### src/dfo_pkg.sv
package dfo_pkg;

	localparam int ROW_W      = 16;
	localparam int VERT_W     = 4;
	localparam int COUNT_W    = 5;
	localparam int LANE_W     = 4;
	localparam int LANES      = ROW_W / LANE_W;
	localparam int LANE_IDX_W = $clog2(LANE_W);

	localparam logic [COUNT_W-1:0] COUNT_RESET = 5'd16;

	typedef enum logic [2:0] {
		ST_IDLE,
		ST_SCAN,
		ST_STEP,
		ST_POPRD,
		ST_FLUSH
	} state_t;

	typedef struct packed {
		logic                  found;
		logic [LANE_IDX_W-1:0] idx;
	} lane_res_t;

	typedef struct packed {
		logic              found;
		logic [VERT_W-1:0] vertex;
	} merge_res_t;

	typedef struct packed {
		logic lane_en;
		logic push;
		logic pop;
		logic pop_rd;
		logic top_load;
		logic flush;
	} walk_ctl_t;

endpackage

### src/dfo_if.sv
interface dfo_row_if;
	logic                           valid;
	logic                           ready;
	logic [dfo_pkg::VERT_W-1:0]     row_index;
	logic [dfo_pkg::ROW_W-1:0]      row_bits;
	logic                           last_row;

	modport source (output valid, row_index, row_bits, last_row, input ready);
	modport sink (input valid, row_index, row_bits, last_row, output ready);
endinterface

interface dfo_visit_if;
	logic                           valid;
	logic                           ready;
	logic [dfo_pkg::VERT_W-1:0]     vertex;
	logic                           last_visit;
	logic                           empty_graph;

	modport source (output valid, vertex, last_visit, empty_graph, input ready);
	modport sink (input valid, vertex, last_visit, empty_graph, output ready);
endinterface

interface dfo_cfg_if;
	logic                           valid;
	logic                           ready;
	logic [dfo_pkg::COUNT_W-1:0]    vertex_count;

	modport source (output valid, vertex_count, input ready);
	modport sink (input valid, vertex_count, output ready);
endinterface

### src/dfo_lane.sv
module dfo_lane (
	input  logic                             clk,
	input  logic                             arst_n,
	input  logic                             en,
	input  logic [dfo_pkg::LANE_W-1:0]       cand,
	output dfo_pkg::lane_res_t               res_s1
);

	dfo_pkg::lane_res_t res;

	always_comb begin
		res.found = 1'b0;
		res.idx   = '0;
		for (int i = dfo_pkg::LANE_W - 1; i >= 0; i--) begin
			if (cand[i]) begin
				res.found = 1'b1;
				res.idx   = dfo_pkg::LANE_IDX_W'(i);
			end
		end
	end

	always_ff @(posedge clk or negedge arst_n) begin
		if (!arst_n) begin
			res_s1 <= '0;
		end else if (en) begin
			res_s1 <= res;
		end
	end

endmodule

### src/dfo_merge.sv
module dfo_merge (
	input  dfo_pkg::lane_res_t  lane_res [dfo_pkg::LANES],
	output dfo_pkg::merge_res_t res
);

	always_comb begin
		res.found  = 1'b0;
		res.vertex = '0;
		for (int l = dfo_pkg::LANES - 1; l >= 0; l--) begin
			if (lane_res[l].found) begin
				res.found  = 1'b1;
				res.vertex = dfo_pkg::VERT_W'(l * dfo_pkg::LANE_W + int'(lane_res[l].idx));
			end
		end
	end

endmodule

### src/dfo_stack.sv
module dfo_stack #(
	parameter int VERTICES = 16
) (
	input  logic                           clk,
	input  logic                           wr_en,
	input  logic [$clog2(VERTICES)-1:0]    wr_addr,
	input  logic [dfo_pkg::VERT_W-1:0]     wr_data,
	input  logic                           rd_en,
	input  logic [$clog2(VERTICES)-1:0]    rd_addr,
	output logic [dfo_pkg::VERT_W-1:0]     rd_data_q
);

	logic [dfo_pkg::VERT_W-1:0] mem [VERTICES];

	always_ff @(posedge clk) begin
		if (wr_en) begin
			mem[wr_addr] <= wr_data;
		end
	end

	always_ff @(posedge clk) begin
		if (rd_en) begin
			rd_data_q <= mem[rd_addr];
		end
	end

endmodule

### src/stack_depth_first_order_unit.sv
// channel  | dir | payload                               | beat taken when
// cfg      | in  | vertex_count                          | cfg.valid & cfg.ready
// rows     | in  | row_index, row_bits, last_row         | rows.valid & rows.ready
// visits   | out | vertex, last_visit, empty_graph       | visits.valid & visits.ready
// Rows are accepted only while no walk runs. After the last row each step of the walk
// scans the lanes into registers and merges them; a found vertex is pushed, else the stack
// is popped and the new top read from stack memory; the final pop flushes the last visit.
// Each visit is held one step so its last flag is known; visits.ready low stalls the walk.
// arst_n clears control state and the visited mask and sets the count register to 16.
module stack_depth_first_order_unit #(
	parameter int VERTICES = 16
) (
	input  logic                clk,
	input  logic                arst_n,
	dfo_cfg_if.sink             cfg,
	dfo_row_if.sink             rows,
	dfo_visit_if.source         visits
);

	localparam int ADJ_ROWS = (VERTICES < dfo_pkg::ROW_W) ? VERTICES : dfo_pkg::ROW_W;
	localparam int AW       = $clog2(ADJ_ROWS);
	localparam int SAW      = $clog2(VERTICES);
	localparam int DW       = $clog2(VERTICES + 1);

	dfo_pkg::state_t state_q, state_d;
	dfo_pkg::walk_ctl_t ctl;

	logic [dfo_pkg::COUNT_W-1:0] vertex_count_q;
	logic [dfo_pkg::COUNT_W-1:0] n_eff;
	logic [dfo_pkg::ROW_W-1:0]   adj_q [ADJ_ROWS];
	logic [dfo_pkg::ROW_W-1:0]   visited_q;
	logic [dfo_pkg::ROW_W-1:0]   count_mask;
	logic [dfo_pkg::ROW_W-1:0]   cand;
	logic [DW-1:0]               depth_q;
	logic [DW-1:0]               depth_m2;
	logic [dfo_pkg::VERT_W-1:0]  top_q;
	logic [dfo_pkg::VERT_W-1:0]  pend_q;
	logic                        err_q;
	logic                        out_valid_q;
	logic [dfo_pkg::VERT_W-1:0]  out_vertex_q;
	logic                        out_last_q;
	logic                        out_err_q;
	logic                        out_free;
	logic                        row_beat;
	logic                        start;
	logic                        stack_wr_en;
	logic [SAW-1:0]              stack_wr_addr;
	logic [dfo_pkg::VERT_W-1:0]  stack_wr_data;
	logic [dfo_pkg::VERT_W-1:0]  stack_rd_data;

	dfo_pkg::lane_res_t  lane_res [dfo_pkg::LANES];
	dfo_pkg::merge_res_t merge_res;

	assign cfg.ready  = 1'b1;
	assign rows.ready = (state_q == dfo_pkg::ST_IDLE);
	assign row_beat   = rows.valid & rows.ready;
	assign start      = row_beat & rows.last_row;
	assign out_free   = !out_valid_q || visits.ready;

	assign visits.valid       = out_valid_q;
	assign visits.vertex      = out_vertex_q;
	assign visits.last_visit  = out_last_q;
	assign visits.empty_graph = out_err_q;

	assign n_eff = (int'(vertex_count_q) > ADJ_ROWS) ? dfo_pkg::COUNT_W'(ADJ_ROWS)
		: vertex_count_q;

	always_comb begin
		for (int j = 0; j < dfo_pkg::ROW_W; j++) begin
			count_mask[j] = (dfo_pkg::COUNT_W'(j) < n_eff);
		end
	end

	assign cand     = adj_q[top_q[AW-1:0]] & ~visited_q & count_mask;
	assign depth_m2 = depth_q - DW'(2);

	always_ff @(posedge clk or negedge arst_n) begin
		if (!arst_n) begin
			vertex_count_q <= dfo_pkg::COUNT_RESET;
		end else if (cfg.valid && cfg.ready) begin
			vertex_count_q <= cfg.vertex_count;
		end
	end

	always_ff @(posedge clk) begin
		if (row_beat && int'(rows.row_index) < ADJ_ROWS) begin
			adj_q[rows.row_index[AW-1:0]] <= rows.row_bits;
		end
	end

	genvar g;
	generate
		for (g = 0; g < dfo_pkg::LANES; g++) begin : g_lane
			dfo_lane u_lane (
				.clk    (clk),
				.arst_n (arst_n),
				.en     (ctl.lane_en),
				.cand   (cand[g*dfo_pkg::LANE_W +: dfo_pkg::LANE_W]),
				.res_s1 (lane_res[g])
			);
		end
	endgenerate

	dfo_merge u_merge (
		.lane_res (lane_res),
		.res      (merge_res)
	);

	assign stack_wr_en   = start || ctl.push;
	assign stack_wr_addr = start ? '0 : depth_q[SAW-1:0];
	assign stack_wr_data = start ? '0 : merge_res.vertex;

	dfo_stack #(
		.VERTICES (VERTICES)
	) u_stack (
		.clk       (clk),
		.wr_en     (stack_wr_en),
		.wr_addr   (stack_wr_addr),
		.wr_data   (stack_wr_data),
		.rd_en     (ctl.pop_rd),
		.rd_addr   (depth_m2[SAW-1:0]),
		.rd_data_q (stack_rd_data)
	);

	always_comb begin
		state_d = state_q;
		unique case (state_q)
			dfo_pkg::ST_IDLE: begin
				if (start) begin
					state_d = (n_eff == '0) ? dfo_pkg::ST_FLUSH : dfo_pkg::ST_SCAN;
				end
			end
			dfo_pkg::ST_SCAN: begin
				state_d = dfo_pkg::ST_STEP;
			end
			dfo_pkg::ST_STEP: begin
				if (merge_res.found) begin
					if (out_free) begin
						state_d = dfo_pkg::ST_SCAN;
					end
				end else if (depth_q <= DW'(1)) begin
					state_d = dfo_pkg::ST_FLUSH;
				end else begin
					state_d = dfo_pkg::ST_POPRD;
				end
			end
			dfo_pkg::ST_POPRD: begin
				state_d = dfo_pkg::ST_SCAN;
			end
			dfo_pkg::ST_FLUSH: begin
				if (out_free) begin
					state_d = dfo_pkg::ST_IDLE;
				end
			end
			default: begin
				state_d = dfo_pkg::ST_IDLE;
			end
		endcase
	end

	always_comb begin
		ctl = '0;
		unique case (state_q)
			dfo_pkg::ST_IDLE: begin
			end
			dfo_pkg::ST_SCAN: begin
				ctl.lane_en = 1'b1;
			end
			dfo_pkg::ST_STEP: begin
				if (merge_res.found) begin
					ctl.push = out_free && (int'(depth_q) < VERTICES);
				end else begin
					ctl.pop    = 1'b1;
					ctl.pop_rd = (depth_q > DW'(1));
				end
			end
			dfo_pkg::ST_POPRD: begin
				ctl.top_load = 1'b1;
			end
			dfo_pkg::ST_FLUSH: begin
				ctl.flush = out_free;
			end
			default: begin
			end
		endcase
	end

	always_ff @(posedge clk or negedge arst_n) begin
		if (!arst_n) begin
			state_q     <= dfo_pkg::ST_IDLE;
			visited_q   <= '0;
			depth_q     <= '0;
			out_valid_q <= 1'b0;
		end else begin
			state_q <= state_d;
			if (start && n_eff != '0) begin
				visited_q <= dfo_pkg::ROW_W'(1);
				depth_q   <= DW'(1);
			end else if (state_q == dfo_pkg::ST_STEP) begin
				if (merge_res.found && out_free) begin
					visited_q[merge_res.vertex] <= 1'b1;
				end
				if (ctl.push) begin
					depth_q <= depth_q + DW'(1);
				end else if (ctl.pop) begin
					depth_q <= depth_q - DW'(1);
				end
			end
			if (state_q == dfo_pkg::ST_STEP && merge_res.found && out_free) begin
				out_valid_q <= 1'b1;
			end else if (ctl.flush) begin
				out_valid_q <= 1'b1;
			end else if (visits.ready) begin
				out_valid_q <= 1'b0;
			end
		end
	end

	always_ff @(posedge clk) begin
		if (start) begin
			top_q  <= '0;
			pend_q <= '0;
			err_q  <= (n_eff == '0);
		end else if (ctl.top_load) begin
			top_q <= stack_rd_data;
		end else if (state_q == dfo_pkg::ST_STEP && merge_res.found && out_free) begin
			pend_q <= merge_res.vertex;
			if (ctl.push) begin
				top_q <= merge_res.vertex;
			end
		end
		if (state_q == dfo_pkg::ST_STEP && merge_res.found && out_free) begin
			out_vertex_q <= pend_q;
			out_last_q   <= 1'b0;
			out_err_q    <= 1'b0;
		end else if (ctl.flush) begin
			out_vertex_q <= pend_q;
			out_last_q   <= 1'b1;
			out_err_q    <= err_q;
		end
	end

endmodule

### src/flat_wrapper.sv
// flat-port wrapper written by rule: the top's interface ports become plain ports
module stack_depth_first_order_unit_flat 
#(
	parameter int VERTICES = 16
)
  (clk, arst_n, cfg_valid, cfg_vertex_count, cfg_ready, rows_valid, rows_row_index, rows_row_bits, rows_last_row, rows_ready, visits_valid, visits_vertex, visits_last_visit, visits_empty_graph, visits_ready);
  dfo_cfg_if cfg_i ();
  dfo_row_if rows_i ();
  dfo_visit_if visits_i ();
  input  logic clk;
  input  logic arst_n;
  input wire logic [$bits(cfg_i.valid)-1:0] cfg_valid;
  input wire logic [$bits(cfg_i.vertex_count)-1:0] cfg_vertex_count;
  output wire logic [$bits(cfg_i.ready)-1:0] cfg_ready;
  input wire logic [$bits(rows_i.valid)-1:0] rows_valid;
  input wire logic [$bits(rows_i.row_index)-1:0] rows_row_index;
  input wire logic [$bits(rows_i.row_bits)-1:0] rows_row_bits;
  input wire logic [$bits(rows_i.last_row)-1:0] rows_last_row;
  output wire logic [$bits(rows_i.ready)-1:0] rows_ready;
  output wire logic [$bits(visits_i.valid)-1:0] visits_valid;
  output wire logic [$bits(visits_i.vertex)-1:0] visits_vertex;
  output wire logic [$bits(visits_i.last_visit)-1:0] visits_last_visit;
  output wire logic [$bits(visits_i.empty_graph)-1:0] visits_empty_graph;
  input wire logic [$bits(visits_i.ready)-1:0] visits_ready;
  assign cfg_i.valid = cfg_valid;
  assign cfg_i.vertex_count = cfg_vertex_count;
  assign cfg_ready = cfg_i.ready;
  assign rows_i.valid = rows_valid;
  assign rows_i.row_index = rows_row_index;
  assign rows_i.row_bits = rows_row_bits;
  assign rows_i.last_row = rows_last_row;
  assign rows_ready = rows_i.ready;
  assign visits_valid = visits_i.valid;
  assign visits_vertex = visits_i.vertex;
  assign visits_last_visit = visits_i.last_visit;
  assign visits_empty_graph = visits_i.empty_graph;
  assign visits_i.ready = visits_ready;
  stack_depth_first_order_unit #(.VERTICES(VERTICES)) u_core (.clk(clk), .arst_n(arst_n), .cfg(cfg_i), .rows(rows_i), .visits(visits_i));
endmodule
### config.mk
export PLATFORM = sky130hd
export DESIGN_NAME = stack_depth_first_order_unit_flat
export DESIGN_NICKNAME = d
export VERILOG_FILES = /design/src/dfo_pkg.sv /design/src/dfo_if.sv /design/src/dfo_lane.sv /design/src/dfo_merge.sv /design/src/dfo_stack.sv /design/src/stack_depth_first_order_unit.sv /design/src/flat_wrapper.sv
export SDC_FILE = /design/constraint.sdc
export NUM_CORES = 1
export LEC_CHECK = 0
export BUFFER_PORTS_ARGS = -buffer_cell sky130_fd_sc_hd__buf_2
export CELL_PAD_IN_SITES_DETAIL_PLACEMENT = 0
export CELL_PAD_IN_SITES_GLOBAL_PLACEMENT = 1
export CORE_MARGIN = 10
export CORE_UTILIZATION = 54
export DETAILED_ROUTE_END_ITERATION = 7
export PLACE_DENSITY = 0.88
export SKIP_CTS_REPAIR_TIMING = 1
export SLEW_MARGIN = 20
export SYNTH_ARGS = -nofsm -noshare
export SYNTH_HDL_FRONTEND = slang
export SYNTH_SLANG_ARGS = --single-unit
### constraint.sdc
create_clock -name clk -period 3.2 [get_ports clk]
set_input_delay 0.16 -clock clk [delete_from_list [all_inputs] [get_ports clk]]
set_output_delay 0.16 -clock clk [all_outputs]
set_load 0.01 [all_outputs]
==> summary.md, run 1 <==
| Metric | Value |
|---|---|
| Max VDD drop | 0.000495 V |
| P per Cell Area | 797 nW/um^2 |
| Worst Path Class, Setup | register to register |
| Failing checks | hold timing |
| Remaining antenna violation count | 0 |
| Clock Pin Slew Worst Setup and Hold Paths | 0.06 ns |
| Synth Flop Type | edfxtp_1 |
| YS warnings | 0 |
| Largest area contributor in the netlist | edfxtp_1 |
| Antenna violations before repair | 2 |
| Clk Latency, worst-skew pair | 0.53 ns |
| CTS sink count | 385 |
| Post-synth EDFFs | 329 |
| Library cells used by synthesis | 68 |
| Final nets | 1006 |
| Crit path max-delay cell type | dfxtp_4 |
| RSZ-0062 raised after global routing | no |
| Min Tclk post-route | 2.73 ns |
| Arr. time, crit path | 3.14 ns |
| Cell Area, Synth | 15600 um^2 |
| Syn_nets | 919 |
| Area of the multi-input gates | 4100 um^2 |
| Cell Rows | 62 |
| Min-delay src | rows_row_bits[7] |
| Hold WS | -0.00403 ns |
| Mapped Cells | 883 |
| Maximum number of pins on one net before global-route repair | 67 |
| Io pins | 40 |
| R2r setup slk | 0.47 ns |
| N_diodes | 0 |
| CORE AREA | 28500 um^2 |
| Area Growth Syn to Fin | 14.1% |
| Count leader, synth | edfxtp_1 |
| Vias/cell | 6.13 |
| Final hold vios | 16 |
| CTS max path bufs | 3 |
| Final GP Congestion | 0.858 |
| Status | complete, but fails checks |
| Worst setup margin | 0.474 ns |
| CP max FO | 34 |
| Total track usage | 0.190 |
| DRC errors left | 0 |
| Slew HR | 0.331 |
| Reg2Reg Capture Point | u_core.g_lane[1].u_lane.res_s1[2]$_DFFE_PN0P_ |
| Worst min path class | primary input to register |
| Die W | 190 um |
| Initial Utilization | 0.545 |
| Top-area cell type share of the netlist area | 0.635 |
| Worst Hold Endpoint | u_core.adj_q[8][7]$_DFFE_PP_ |
| Cts bufs inserted | 39 |
| Hold depth | 1 |
| Ys async rst share | 0.109 |
| Area occupied by registers | 11200 um^2 |
| Number of synthesized register bits | 385 |
| Drt total wl | 34.4 mm |
| Commonest cells post-synth | edfxtp_1 (329), nor2_1 (87), mux4_2 (54) |
| Root Buffer | clkbuf_16 |
| Dominant cells by area after synthesis | edfxtp_1 (63%), mux4_2 (7.8%), dfrtp_1 (6.6%), mux4_1 (3.5%), nor2_1 (2.1%) |
| Worst slack, placed | 0.494 ns |
| H-tree levels | 2 |
| Slew Viols, Final | 0 |
| Max cap viols | 0 |
| Final period utilization | 0.852 |
| Dpl hpwl | 20.2 mm |
| CTS tree | yes |
| Cell breakdown of the critical path | buf_12, mux4_1, mux4_2, and2_4, o32a_1 |
| Final setup skew | 0.0211 ns |
| Via count | 8486 |
| Slew @ Worst Pin | 1.00 ns |
| Layout cells sized above 1 | 0.220 |
| WP data required | 3.62 ns |
| Post-synthesis sequential area ratio | 0.720 |
| Iter 0 DRT Violations | 837 |
| First-pass GRT wire length | 51.8 mm |
| Final setup TNS | 0 ns |
| Largest stage delay, worst path | 0.73 ns |
| Startpoint type of the worst setup path | register |
| Final setup violation count | 0 |
| Static leakage | 5.98 nW |
| Die Height | 190 um |
| Avg Cell Area, Syn | 17.6 um^2 |
| Crit. End Element | register |
| FILL cells | 2025 |
| Fmax | 367 MHz |
| Number of global-route vias before repair | 8420 |
| Buffers on Ports | 38 |
| R2R depth | 5 |
| Per-cell routed wire length | 24.8 um |
| Area of the die | 36000 um^2 |
| GRT Residual Overflow | 0 |
| Drt first pass iters | 5 |
## routing by layer
metal  GRT usage  vias up  routed length [um]
li1            -     3708                   -
met1       0.252     4427               14100
met2       0.319      287               17600
met3      0.0280       62                1830
met4      0.0620        2                 877
met5           0        -                  13
## cell type report
class,count,share of cell area
Clock buffer,51,0.0592
Clock inverter,20,0.0133
Inverter,10,0.00211
Multi-Input combinational cell,445,0.230
Sequential cell,385,0.631
Tap cell,384,0.0270
Timing Repair Buffer,89,0.0366
## state kept, by name (all words and copies together) (netlist names), 4 cells and up, named ones only
register                     cells
u_core.visits.vertex             4
u_core.g_lane.u_lane.res_s1     12
u_core.pend_q                    4
u_core.visited_q                16
u_core.vertex_count_q            5
u_core.u_stack.mem              64
u_core.depth_q                   5
u_core.u_stack.rd_data_q         4
u_core.adj_q                   256
u_core.top_q                     4
## cells in the final DEF, fill, tap and decap left out, types with 11 or more instances in the layout
cell	synthesis	routed
a21oi_1	26	26
a31oi_1	11	11
buf_2	12	38
buf_4	12	32
clkbuf_16	0	40
dfrtp_1	41	41
dfxtp_1	14	11
dlygate4sd3_1	0	16
edfxtp_1	329	329
mux2_2	12	12
mux2i_1	30	30
mux4_1	21	21
mux4_2	54	54
nand2_1	40	40
nand2b_1	14	14
nand3_1	15	15
nor2_1	87	75
nor2_2	1	13
nor2b_1	11	11
o21ai_0	14	14
## power breakdown
part | internal (W) | switching (W) | leakage [nW]
Sequential | 0.00590 | 0.000349 | 3.62
Combinational | 0.00152 | 0.00185 | 1.73
Clock | 0.00273 | 0.00182 | 0.631
Total | 0.0102 | 0.00402 | 5.98
## through the flow
stage | cells | hold slack (ns) | util | power, W | cell area, um^2
after floorplan | 883 | -0.136 | - | 0.00868 | 15600
after global placement | 1297 | 0.362 | 0.572 | 0.00961 | 16300
after detailed placement | 1297 | 0.349 | 0.572 | 0.00966 | 16300
after CTS | 1368 | -0.212 | 0.617 | 0.0142 | 17600
after global routing | 1384 | 0.000365 | 0.623 | 0.0148 | 17800
final | 1384 | -0.00403 | 0.623 | 0.0142 | 17800
## kinds of logic after synthesis
logic type / count (synthesis) / synth area share
flip-flops: 385 / 0.720
AND/OR/NAND/NOR: 209 / 0.0636
multiplexers: 117 / 0.142
AO/OA/AOI/OAI: 111 / 0.0493
buffers and inverters: 53 / 0.0201
adder cells (fa/ha/maj): 5 / 0.00402
XOR/XNOR: 2 / 0.00113
other: 1 / 0.000241
## worst max-delay path: cells and delay by family, from the launching register on
kind                   cells  cell delay [ns]
flip-flops                 1             0.73
buffers and inverters      1             0.28
multiplexers               2             1.06
AO/OA/AOI/OAI              1             0.32
AND/OR/NAND/NOR            1             0.18
## worst max-delay path by stage
stage	start	endpoint	slack [ns]	depth (start not counted)
final	register	u_core.g_lane[1].u_lane.res_s1[2]$_DFFE_PN0P_	0.47	5
after global routing	register	u_core.g_lane[2].u_lane.res_s1[0]$_DFFE_PN0P_	0.31	7
after CTS	register	u_core.g_lane[1].u_lane.res_s1[2]$_DFFE_PN0P_	0.46	5
after detailed placement	register	u_core.g_lane[1].u_lane.res_s1[2]$_DFFE_PN0P_	0.49	5
after global placement	register	u_core.g_lane[1].u_lane.res_s1[2]$_DFFE_PN0P_	0.50	5
after floorplan	u_core.state_q[2]$_DFFE_PN0P_	u_core.adj_q[0][0]$_DFFE_PP_	0.03	5
(Power assumes the default switching activity.)
==> run 2: changes to the inputs <==
==> constraint.sdc (replaced) <==
create_clock -name clk -period 3.2 [get_ports clk]
set_input_delay 0.32 -clock clk [delete_from_list [all_inputs] [get_ports clk]]
set_output_delay 0.32 -clock clk [all_outputs]
set_load 0.01 [all_outputs]
==> summary.md, run 2 (synthesis results as in run 1) <==
| Metric | Value |
|---|---|
| Status | complete, but fails checks (unchanged) |
| Failing checks | hold timing (unchanged) |
| Slew Viols, Final | 0 (unchanged) |
| CTS sink count | 385 (unchanged) |
| Final GP Congestion | 0.858 (unchanged) |
| Met1 Track Usage GR | 0.252 (unchanged) |
| Max FFs per register | 256 (unchanged) |
| RSZ-0062 raised after global routing | no (unchanged) |
| Arr. time, crit path | 2.90 ns (was 3.14 ns) |
| Finished Core Util | 0.617 (was 0.623) |
| Remaining antenna violation count | 0 (unchanged) |
| Max cap viols | 0 (unchanged) |
| First-pass GRT wire length | 51.8 mm (unchanged) |
| Number of global-route vias before repair | 8420 (unchanged) |
| Root Buffer | clkbuf_16 (unchanged) |
| Total track usage | 0.190 (unchanged) |
| R2R depth | 5 (unchanged) |
| H-tree levels | 2 (unchanged) |
| Cts bufs inserted | 39 (unchanged) |
| Min Tclk post-route | 2.74 ns (was 2.73 ns) |
| GRT Residual Overflow | 0 (unchanged) |
| Slew HR | 0.332 (was 0.331) |
| Worst min path class | primary input to async pin (was primary input to register) |
| Crit. End Element | register (unchanged) |
| P per Cell Area | 803 nW/um^2 (was 797 nW/um^2) |
| Via count | 8374 (was 8486) |
| Area of the die | 36000 um^2 (unchanged) |
| Final setup violation count | 0 (unchanged) |
| Clock Pin Slew Worst Setup and Hold Paths | 0.06 ns (about the same) |
| Max VDD drop | 0.000495 V (about the same) |
| Final setup TNS | 0 ns (unchanged) |
| Final non-filler cell total | 1369 (was 1384) |
| Area Growth Syn to Fin | 13.1% (was 14.1%) |
| Vias/cell | 6.12 (was 6.13) |
| Die W | 190 um (unchanged) |
| Final hold vios | 41 (was 16) |
| Gr busiest metal | met2 (unchanged) |
| Slew @ Worst Pin | 1.00 ns (about the same) |
| Clk Latency, worst-skew pair | 0.54 ns (was 0.53 ns) |
| Dpl hpwl | 20.2 mm (unchanged) |
| Commonest non-fill, non-tap cell in the layout | edfxtp_1 (unchanged) |
| Io pins | 40 (unchanged) |
| Most frequent cells in the layout | edfxtp_1 (329), nor2_1 (75), mux4_2 (54) (unchanged) |
| DRC errors left | 0 (unchanged) |
| Drt first pass iters | 5 (unchanged) |
| Placed cell count | 1297 (unchanged) |
| GR met3 Demand/Resource | 0.0280 (unchanged) |
| Final setup skew | 0.0233 ns (was 0.0211 ns) |
| CTS max path bufs | 3 (unchanged) |
| CORE AREA | 28500 um^2 (unchanged) |
| Drt total wl | 33.9 mm (was 34.4 mm) |
| WP data required | 3.36 ns (was 3.62 ns) |
| Worst Path Class, Setup | register to register (unchanged) |
| Worst slack, placed | 0.494 ns (unchanged) |
| Buffers on Ports | 38 (unchanged) |
| Static leakage | 5.92 nW (was 5.98 nW) |
| Cell Rows | 62 (unchanged) |
| Per-cell routed wire length | 24.7 um (was 24.8 um) |
| Layout cells sized above 1 | 0.224 (was 0.220) |
| CP max FO | 10 (was 34) |
| Maximum number of pins on one net before global-route repair | 67 (unchanged) |
| Final period utilization | 0.856 (was 0.852) |
| Global Route met2 Usage | 0.319 (unchanged) |
| Startpoint type of the worst setup path | register (unchanged) |
| Iter 0 DRT Violations | 826 (was 837) |
| Final nets | 990 (was 1006) |
| Worst setup margin | 0.460 ns (was 0.474 ns) |
| Initial Utilization | 0.545 (unchanged) |
| Hold WS | -0.0706 ns (was -0.00403 ns) |
| CTS tree | yes (unchanged) |
| Antenna violations before repair | 2 (unchanged) |
| Die Height | 190 um (unchanged) |
| Fmax | 365 MHz (was 367 MHz) |
==> run 2: changes by cell type in the layout (fill, tap and decap cells not counted), sizes merged <==
cell,before,now
diode,0,1
dlygate4sd3,16,0
==> run 2: path summary, 6_finish.rpt <==
| path | from | to | slack [ns] |
|---|---|---|---|
| worst max-delay path | u_core.state_q[2]$_DFFE_PN0P_ | u_core.u_stack.mem[8][0]$_DFFE_PP_ | 0.46 |
| worst min-delay path | arst_n | u_core.depth_q[0]$_DFFE_PN0P_ | -0.07 |
| worst max register to register | u_core.state_q[2]$_DFFE_PN0P_ | u_core.u_stack.mem[8][0]$_DFFE_PP_ | 0.46 |
| worst min register to register | u_core.pend_q[3]$_SDFFE_PP0P_ | u_core.visits.vertex[3]$_DFFE_PP_ | 0.43 |
| max in group asynchronous | arst_n | u_core.visited_q[0]$_DFFE_PN0P_ | 2.69 |
| min in group clk | cfg_vertex_count[2] | u_core.vertex_count_q[2]$_DFFE_PN0P_ | 0.03 |
==> run 2: area by class of cell <==
class / instances / area, um^2
flip-flops and latches: 385 / 11200
inverters: 10 / 37.5
multi-input cells: 445 / 4100
diodes: 1 / 2.50
well taps: 384 / 480
repair buffers: 73 / 490
clock inverters: 20 / 236
fillers: 2040 / 10900
clock buffers: 51 / 1050
==> run 2: where the power goes <==
part	switching, W	total [W]	internal [W]
clock network	0.00182	0.00455	0.00273
logic	0.00184	0.00334	0.00150
registers	0.000346	0.00625	0.00590
==> run 2: per-stage QoR <==
step	power, W	area (um^2)
6_report	0.0141	17600
3_5_place_dp	0.00966	16300
5_1_grt	0.0147	17600
2_1_floorplan	0.00868	15600
3_3_place_gp	0.00961	16300
4_1_cts	0.0142	17600
==> run 2: critical path, stage by stage, from the launching register on <==
cell and delay, ns:
dfrtp_1 0.47, nor3b_2 0.46, nand3_1 0.16, nor2_1 0.38, nand3_1 0.28, nor3_1 0.63
==> run 2: metal layers <==
| layer | wire (um) | part of all wire |
|---|---|---|
| met4 | 877 | 0.026 |
| met2 | 17100 | 0.51 |
| met3 | 1850 | 0.055 |
| met1 | 14000 | 0.41 |
| met5 | 13 | 0.00038 |
==> run 3: changes to the inputs <==
--- a/config.mk
+++ b/config.mk
@@ -12,6 +12,7 @@
 export CORE_UTILIZATION = 54
 export DETAILED_ROUTE_END_ITERATION = 7
 export PLACE_DENSITY = 0.88
+export RECOVER_POWER = 50
 export SKIP_CTS_REPAIR_TIMING = 1
 export SLEW_MARGIN = 20
 export SYNTH_ARGS = -nofsm -noshare
==> summary.md, run 3 (synthesis results as in run 1) <==
| Metric | Value |
|---|---|
| Antenna violations before repair | 2 (unchanged) |
| Die Height | 190 um (unchanged) |
| Per-cell routed wire length | 24.8 um (was 24.7 um) |
| Min Tclk post-route | 2.73 ns (was 2.74 ns) |
| Most frequent cells in the layout | edfxtp_1 (329), nor2_1 (75), mux4_2 (54) (unchanged) |
| Die W | 190 um (unchanged) |
| Final setup violation count | 0 (unchanged) |
| Cell-internal power | 0.0101 W (about the same) |
| Iter 0 DRT Violations | 803 (was 826) |
| Final period utilization | 0.854 (was 0.856) |
| Vias/cell | 6.14 (was 6.12) |
| Max VDD drop | 0.000496 V (was 0.000495 V) |
| R2r setup slk | 0.47 ns (was 0.46 ns) |
| Critical Path Sink | u_core.g_lane[1].u_lane.res_s1[2]$_DFFE_PN0P_ (was u_core.u_stack.mem[8][0]$_DFFE_PP_) |
| Clk Latency, worst-skew pair | 0.54 ns (about the same) |
| Cts bufs inserted | 39 (unchanged) |
| Area Growth Syn to Fin | 12.7% (was 13.1%) |
| Via count | 8400 (was 8374) |
| Initial Utilization | 0.545 (unchanged) |
| P per Cell Area | 804 nW/um^2 (was 803 nW/um^2) |
| Delay-heaviest family, CP | multiplexers (was simple AND/OR/NAND/NOR gates) |
| Max cap viols | 1 (was 0) |
| WP data required | 3.62 ns (was 3.36 ns) |
| Io pins | 40 (unchanged) |
| Worst Path Class, Setup | register to register (unchanged) |
| Cell breakdown of the critical path | buf_12, mux4_1, mux4_2, and2_4, o32a_1 (was nor3b_2, nand3_1, nor2_1, nand3_1, nor3_1) |
| Arr. time, crit path | 3.15 ns (was 2.90 ns) |
| FILL cells | 2057 (was 2040) |
| CP max FO | 34 (was 10) |
| Buffers on Ports | 38 (unchanged) |
| Drt first pass iters | 5 (unchanged) |
| Root Buffer | clkbuf_16 (unchanged) |
| Maximum number of pins on one net before global-route repair | 67 (unchanged) |
| First-pass GRT wire length | 51.8 mm (unchanged) |
| Area of the die | 36000 um^2 (unchanged) |
| Drt total wl | 33.9 mm (about the same) |
| Cell Rows | 62 (unchanged) |
| CTS max path bufs | 3 (unchanged) |
| Slew @ Worst Pin | 2.21 ns (was 1.00 ns) |
| WP buf/inv | 1 (was 0) |
| Total track usage | 0.190 (unchanged) |
| Crit path max-delay cell type | dfxtp_4 (was nor3_1) |
| Switch Pwr | 0.00400 W (about the same) |
| Fmax | 366 MHz (was 365 MHz) |
| Switching portion of total power | 0.283 (about the same) |
| Startpoint type of the worst setup path | register (unchanged) |
| RSZ-0062 raised after global routing | no (unchanged) |
| Commonest non-fill, non-tap cell in the layout | edfxtp_1 (unchanged) |
| Clock power share | 0.322 (about the same) |
| Clock Pin Slew Worst Setup and Hold Paths | 0.06 ns (about the same) |
| Remaining antenna violation count | 0 (unchanged) |
| Worst min path class | primary input to register (was primary input to async pin) |
| Final setup TNS | 0 ns (unchanged) |
| Crit. End Element | register (unchanged) |
| Slew Viols, Final | 43 (was 0) |
| DRC errors left | 0 (unchanged) |
| CTS tree | yes (unchanged) |
| Static leakage | 5.83 nW (was 5.92 nW) |
| CORE AREA | 28500 um^2 (unchanged) |
| Slew HR | -0.476 (was 0.332) |
| Finished Core Util | 0.615 (was 0.617) |
| Final hold vios | 0 (was 41) |
| Final setup skew | 0.0218 ns (was 0.0233 ns) |
| Worst path depth | 5 (unchanged) |
| Number of global-route vias before repair | 8420 (unchanged) |
| Comb pwr share | 0.234 (was 0.236) |
| Dpl hpwl | 20.2 mm (unchanged) |
| Sequential share of power | 0.443 (was 0.442) |
| R2R depth | 5 (unchanged) |
| GRT Residual Overflow | 0 (unchanged) |
| Failing checks | capacitance limit, slew limit (was hold timing) |
| Reg2Reg Capture Point | u_core.g_lane[1].u_lane.res_s1[2]$_DFFE_PN0P_ (was u_core.u_stack.mem[8][0]$_DFFE_PP_) |
| Status | complete, but fails checks (unchanged) |
| Max FFs per register | 256 (unchanged) |
| Largest stage delay, worst path | 0.73 ns (was 0.63 ns) |
| CTS sink count | 385 (unchanged) |
| Final nets | 990 (unchanged) |
| H-tree levels | 2 (unchanged) |
| Final GP Congestion | 0.858 (unchanged) |
| Layout cells sized above 1 | 0.194 (was 0.224) |
| N_diodes | 0 (was 1) |
| Total power | 0.0141 W (about the same) |
run 3: power by group through the flow:
stage	Clock, W	Combinational [W]	Sequential [W]
2_1_floorplan	0	0.00256	0.00612
3_3_place_gp	0	0.00328	0.00633
3_5_place_dp	0	0.00332	0.00634
4_1_cts	0.00463	0.00335	0.00625
5_1_grt	0.00483	0.00359	0.00629
6_report	0.00455	0.00331	0.00625
run 3: worst reg2reg max path: cells and delay by family, from the launching register on:
family                 cells  cell delay [ns]
multiplexers               2             1.07
AND/OR/NAND/NOR            1             0.18
flip-flops                 1             0.73
buffers and inverters      1             0.31
AO/OA/AOI/OAI              1             0.32
run 3: final cells by class:
class | instances | area (um^2) | area share
tap | 384 | 480 | 0.0274
timing repair buffer | 73 | 434 | 0.0247
sequential | 385 | 11200 | 0.639
clock inverter | 20 | 236 | 0.0135
clock buffer | 51 | 1050 | 0.0600
inverter | 10 | 37.5 | 0.00214
multi-input combinational | 445 | 4080 | 0.233
run 3: how the worst min path moves through the flow:
stage | startpoint | to | slack, ns | cells after the start
2_1_floorplan | arst_n | u_core.depth_q[0]$_DFFE_PN0P_ | 0.02 | 0
3_3_place_gp | u_core.pend_q[0]$_SDFFE_PP0P_ | u_core.visits.vertex[0]$_DFFE_PP_ | 0.42 | 0
3_5_place_dp | u_core.pend_q[3]$_SDFFE_PP0P_ | u_core.visits.vertex[3]$_DFFE_PP_ | 0.42 | 0
4_1_cts | arst_n | u_core.depth_q[2]$_DFFE_PN0P_ | -0.05 | 1
5_1_grt | cfg_vertex_count[2] | u_core.vertex_count_q[2]$_DFFE_PN0P_ | 0.03 | 2
6_report | cfg_vertex_count[2] | u_core.vertex_count_q[2]$_DFFE_PN0P_ | 0.03 | 2
run 3: routing by layer:
metal | track usage | up-vias | routed length (um) | share of wire
li1 | - | 3679 | - | -
met1 | 0.252 | 4369 | 14000 | 0.41
met2 | 0.319 | 289 | 17200 | 0.51
met3 | 0.0280 | 61 | 1870 | 0.055
met4 | 0.0620 | 2 | 885 | 0.026
met5 | 0 | - | 13 | 0.00038
run 3: metrics by stage:
step                instance area [um^2]  std cells  hold slack (ns)  worst slack (ns)
finish                             17500       1368           0.0307             0.469
global route                       17500       1368           0.0274             0.221
CTS                                17600       1368          -0.0517             0.462
detailed placement                 16300       1297            0.422             0.494
global placement                   16300       1297            0.415             0.500
floorplan                          15600        883           0.0244            0.0291
